--- config.mk ---
export PLATFORM = sky130hd
export DESIGN_NAME = c2p_div_cell
export DESIGN_NICKNAME = d
export VERILOG_FILES = /design/src/sv/c2p_pkg.sv /design/src/sv/c2p_div_cell.sv
export SDC_FILE = /design/constraint.sdc
export NUM_CORES = 1
export LEC_CHECK = 0
export BUFFER_PORTS_ARGS = -buffer_cell sky130_fd_sc_hd__buf_2
export CAP_MARGIN = 20
export CORE_MARGIN = 2
export CORE_UTILIZATION = 40
export CTS_CLUSTER_DIAMETER = 100
export CTS_CLUSTER_SIZE = 24
export DETAILED_ROUTE_END_ITERATION = 8
export PLACE_DENSITY = 0.77
export SLEW_MARGIN = 20
export SYNTH_ARGS = -nofsm -noshare
export SYNTH_HDL_FRONTEND = slang
export SYNTH_SLANG_ARGS = --single-unit
--- constraint.sdc ---
create_clock -name i_clk -period 6.3 [get_ports i_clk]
set_clock_uncertainty 0.05 [all_clocks]
set_input_delay 1.26 -clock i_clk [delete_from_list [all_inputs] [get_ports i_clk]]
set_output_delay 1.26 -clock i_clk [all_outputs]
set_load 0.1 [all_outputs]
--- src/sv/c2p_pkg.sv ---
// ----------------------------------------------------------------------------
// c2p_pkg
// Shared types, constants and tables for the Cartesian to polar radar block.
// ----------------------------------------------------------------------------
package c2p_pkg;

    // Word format of the tracked state
    localparam int WORD_WIDTH   = 32;
    localparam int FRAC_BITS    = 16;

    // Pipeline depths of the cell rows
    localparam int CORDIC_STEPS = 24;
    localparam int ROOT_STEPS   = 32;
    localparam int DIV_STEPS    = 32;

    // CORDIC working formats
    localparam int XY_W         = 44;
    localparam int Z_W          = 36;
    localparam int NORM_MSB     = 40;

    localparam logic signed [Z_W-1:0] PI_Q32      = 36'sd13493037704;
    localparam logic signed [18:0]    BEARING_LIM = 19'sd205887;
    localparam logic [31:0]           RATE_LIMIT  = 32'd3037000500;

    // Configuration register file
    localparam int          ADDR_W          = 3;
    localparam logic        REG_MIN_RANGE   = 1'b0;
    localparam logic [15:0] MIN_RANGE_RESET = 16'd7;

    // arctan(2^-k) in Q32 radians
    function automatic logic signed [Z_W-1:0] atan_q32(input logic [4:0] k);
        logic signed [Z_W-1:0] v;
        case (k)
            5'd0:    v = 36'sd3373259426;
            5'd1:    v = 36'sd1991351318;
            5'd2:    v = 36'sd1052175346;
            5'd3:    v = 36'sd534100635;
            5'd4:    v = 36'sd268086748;
            5'd5:    v = 36'sd134174063;
            5'd6:    v = 36'sd67103404;
            5'd7:    v = 36'sd33553749;
            5'd8:    v = 36'sd16777131;
            5'd9:    v = 36'sd8388597;
            5'd10:   v = 36'sd4194303;
            5'd11:   v = 36'sd2097152;
            5'd12:   v = 36'sd1048576;
            5'd13:   v = 36'sd524288;
            5'd14:   v = 36'sd262144;
            5'd15:   v = 36'sd131072;
            5'd16:   v = 36'sd65536;
            5'd17:   v = 36'sd32768;
            5'd18:   v = 36'sd16384;
            5'd19:   v = 36'sd8192;
            5'd20:   v = 36'sd4096;
            5'd21:   v = 36'sd2048;
            5'd22:   v = 36'sd1024;
            5'd23:   v = 36'sd512;
            default: v = '0;
        endcase
        return v;
    endfunction

    // Square root and CORDIC row payload
    typedef struct packed {
        logic                  valid;
        logic [63:0]           n;
        logic [63:0]           r;
        logic signed [XY_W-1:0] x;
        logic signed [XY_W-1:0] y;
        logic signed [Z_W-1:0] z;
        logic                  zero;
        logic [63:0]           dmag;
        logic                  neg;
    } t_root;

    // Divider row payload
    typedef struct packed {
        logic        valid;
        logic [31:0] rem;
        logic [31:0] dlo;
        logic [31:0] q;
        logic [31:0] div;
        logic        ovf;
        logic        dz;
        logic        neg;
        logic [31:0] range;
        logic [18:0] bearing;
    } t_div;

endpackage

--- src/sv/c2p_div_cell.sv ---
// ----------------------------------------------------------------------------
// c2p_div_cell
// One restoring division step: one quotient bit of the range rate.
// ----------------------------------------------------------------------------
module c2p_div_cell import c2p_pkg::*; (
    input  logic  i_clk,
    input  logic  i_rst_n,
    input  logic  i_en,
    input  t_div  i_d,
    output t_div  o_q
);
    logic [32:0] rem2;
    t_div        n_q, r_q;

    always_comb begin
        n_q   = i_d;
        rem2  = {i_d.rem, i_d.dlo[31]};
        n_q.dlo = {i_d.dlo[30:0], 1'b0};
        if (rem2 >= {1'b0, i_d.div}) begin
            n_q.rem = 32'(rem2 - {1'b0, i_d.div});
            n_q.q   = {i_d.q[30:0], 1'b1};
        end else begin
            n_q.rem = rem2[31:0];
            n_q.q   = {i_d.q[30:0], 1'b0};
        end
    end

    always_ff @(posedge i_clk) begin
        if (!i_rst_n) begin
            r_q.valid <= 1'b0;
        end else if (i_en) begin
            r_q.valid <= n_q.valid;
        end
        if (i_en) begin
            r_q.rem     <= n_q.rem;
            r_q.dlo     <= n_q.dlo;
            r_q.q       <= n_q.q;
            r_q.div     <= n_q.div;
            r_q.ovf     <= n_q.ovf;
            r_q.dz      <= n_q.dz;
            r_q.neg     <= n_q.neg;
            r_q.range   <= n_q.range;
            r_q.bearing <= n_q.bearing;
        end
    end

    assign o_q = r_q;

endmodule

==> flow_summary.ini <==
[synth]
yosys_most_used_dff = edfxtp_1
synth_nets = 748
netlist_area_um2 = 7690
ys_top_cells_by_area = edfxtp_1 71%, ha_1 5.2%, a21oi_1 3.5%
synth_seq_cells = 182
avgSynthCellArea_um2 = 14.5
async_reset_ff_share_pct = 0
yosysWarnings = 0
ys_types = 49
synth_cells = 529
synth_top_area_cell = edfxtp_1
yosysTopAreaCellShare_pct = 70.7
synth_edf_count = 181
ys_seq_area_share_pct = 70.9

[grt]
grt_pass1_vias = 5456
grt_max_degree = 81
antenna_found_initial = 15
gr-total-overflow = 0
track_usage_pct = 21.9
grt_pass1_wl_um = 32700

[power]
p_int_uw = 2220
p_seq_share_pct = 38.8
powerDensity_nw_per_um2 = 369
vdd_drop_max_v = 0.000226
swShare_pct = 42.1
clkPwrFrac_pct = 28.0
combPwrFrac_pct = 33.2
leakage_uw = 0.00460
p_sw_uw = 1620

[sta]
slew_viol_final = 0
hold_violations = 0
setup_tns_ns = 0
tightest_slew_ns = 0.781
fin_crit_ns = 4.38
relSlewSlack_pct = 48.0
rsz0062_at_grt = false
max_freq_mhz = 228
setup_violations = 0
postLayoutSetupSlackWorst_ns = 1.92
finalCritPeriodShare_pct = 69.5

[flow_run]
maxCapViolations = 0

[run_status]
status = complete, no violations

[placed_design]
portBuffers = 366
dpl.hpwl_um = 18100
gp_congestion = 0.851
pre_cts_ws_ns = 1.62

[clock_network]
cts-root-buf = clkbuf_16
numCtsBuffers = 17
post_cts_resized = 0
clk_latency_ns = 0.43
path_clk_slew_ns = 0.08
cts_setup_buffers = 0
cts_tree = built
cts_hold_buf = 0
cts_sinks = 182
cts_buffer_depth = 2
cts_htree_levels = 4

[final_layout]
drive_above_1_share_pct = 45.2
multi_input_area_um2 = 2000
nFillCells = 1603
largest_register_ffs = 182
final_common_cell = buf_2
most-common-layout-cells = 365 x buf_2, 181 x edfxtp_1, 54 x a21oi_1
area_growth_pct = 35.2
nets = 1120
seq_area_um2 = 5460

[detailed_routing]
via_per_inst = 5.01
num_vias = 5798
drt_first_pass_iters = 5
drt_iter0_drc = 348
finalWirelength_um = 23400
wl_per_cell_um = 20.2
drtAntennaViolNets = 0
drc = 0

[die]
core_area_um2 = 18800
die-area_um2 = 20400
io_pins = 369
fp.dieW_um = 143
rows = 50
initial_core_util_pct = 41.0
die_y_um = 143

[critical_path]
required_ns = 6.43
criticalPathCategory = in2reg
crit_path_max_fanout = 4
worstPathArrival_ns = 4.51
cp-end-kind = flip-flop
startpoint_type = input port

[hold_path]
worstHoldPathType = reg2reg
through the flow:
stage / std cells / util [%] / power [uW] / area, um^2 / hold WS (ns)
after detailed placement: 1116 / 52.0 / 2790 / 9770 / 0.513
final: 1158 / 55.4 / 3840 / 10400 / 0.538
after CTS: 1148 / 55.3 / 3860 / 10400 / 0.532
after floorplan: 529 / - / 2540 / 7690 / 0.931
after global placement: 1116 / 52.0 / 2780 / 9770 / 0.486
after global routing: 1150 / 55.3 / 3950 / 10400 / 0.546
power groups by stage:
stage / clock [uW] / combinational (uW) / sequential, uW
2_1_floorplan: 0 / 202 / 2330
5_1_grt: 1140 / 1320 / 1500
4_1_cts: 1100 / 1280 / 1490
6_report: 1070 / 1270 / 1490
3_5_place_dp: 0 / 1270 / 1520
3_3_place_gp: 0 / 1260 / 1510
synth_stat cells, types with 5 or more instances:
master,n
inv_1,38
mux2_2,6
clkbuf_1,5
nand4_1,7
edfxtp_1,181
a31oi_1,5
nor2_1,36
buf_2,8
xor2_1,11
nand2_1,27
ha_1,32
a21oi_1,54
xnor2_1,16
o21a_1,6
nand3_1,8
a21o_1,12
o21ai_0,16
final cells by class:
cell class                      instances  area share (%)
Clock inverter                         14            1.71
Timing Repair Buffer                  371            18.1
Inverter                               38            1.37
Antenna cell                           10           0.241
Clock buffer                           18            4.13
Tap cell                              234            2.82
Sequential cell                       182            52.5
Multi-Input combinational cell        291            19.2
worst paths after layout:
| path | startpoint | cells after the start | end | slack [ns] |
|---|---|---|---|---|
| max | i_d[54] | 12 | o_q[180]$_DFFE_PP_ | 1.92 |
| min | o_q[182]$_SDFFE_PN0P_ | 2 | o_q[182]$_SDFFE_PN0P_ | 0.54 |
| max reg2reg | o_q[182]$_SDFFE_PN0P_ | 2 | o_q[182]$_SDFFE_PN0P_ | 5.57 |
| min reg2reg | o_q[182]$_SDFFE_PN0P_ | 2 | o_q[182]$_SDFFE_PN0P_ | 0.54 |
critical path, cell delays in order:
cell,delay (ns)
buf_2,0.11
ha_1,0.23
fa_1,0.41
nand2b_1,0.19
a21oi_1,0.19
o21ai_0,0.23
o311a_1,0.41
a31oi_1,0.38
a21oi_1,0.26
o41ai_1,0.41
xor2_1,0.13
mux2_1,0.30
layer usage:
layer | vias to the layer above | global-route usage (%) | wire length, um
met4 | 8 | 7.30 | 541
li1 | 2735 | - | -
met2 | 254 | 36.2 | 11500
met1 | 2765 | 26.2 | 8940
met5 | - | 0 | 49
met3 | 36 | 8.75 | 2350
logic make-up (layout without fill, tap and decap cells):
| group | Yosys count | after routing | synth area share [%] |
|---|---|---|---|
| xor+xnor | 27 | 27 | 3.08 |
| fa+ha+maj | 33 | 33 | 5.47 |
| mux | 13 | 13 | 1.85 |
| flops | 182 | 182 | 70.9 |
| compound gates | 118 | 118 | 9.57 |
| simple gates | 99 | 99 | 5.97 |
| other cells | 1 | 11 | 0.0488 |
| buf+inv | 56 | 441 | 3.08 |
No activity file was read; power rests on OpenSTA's default activity.
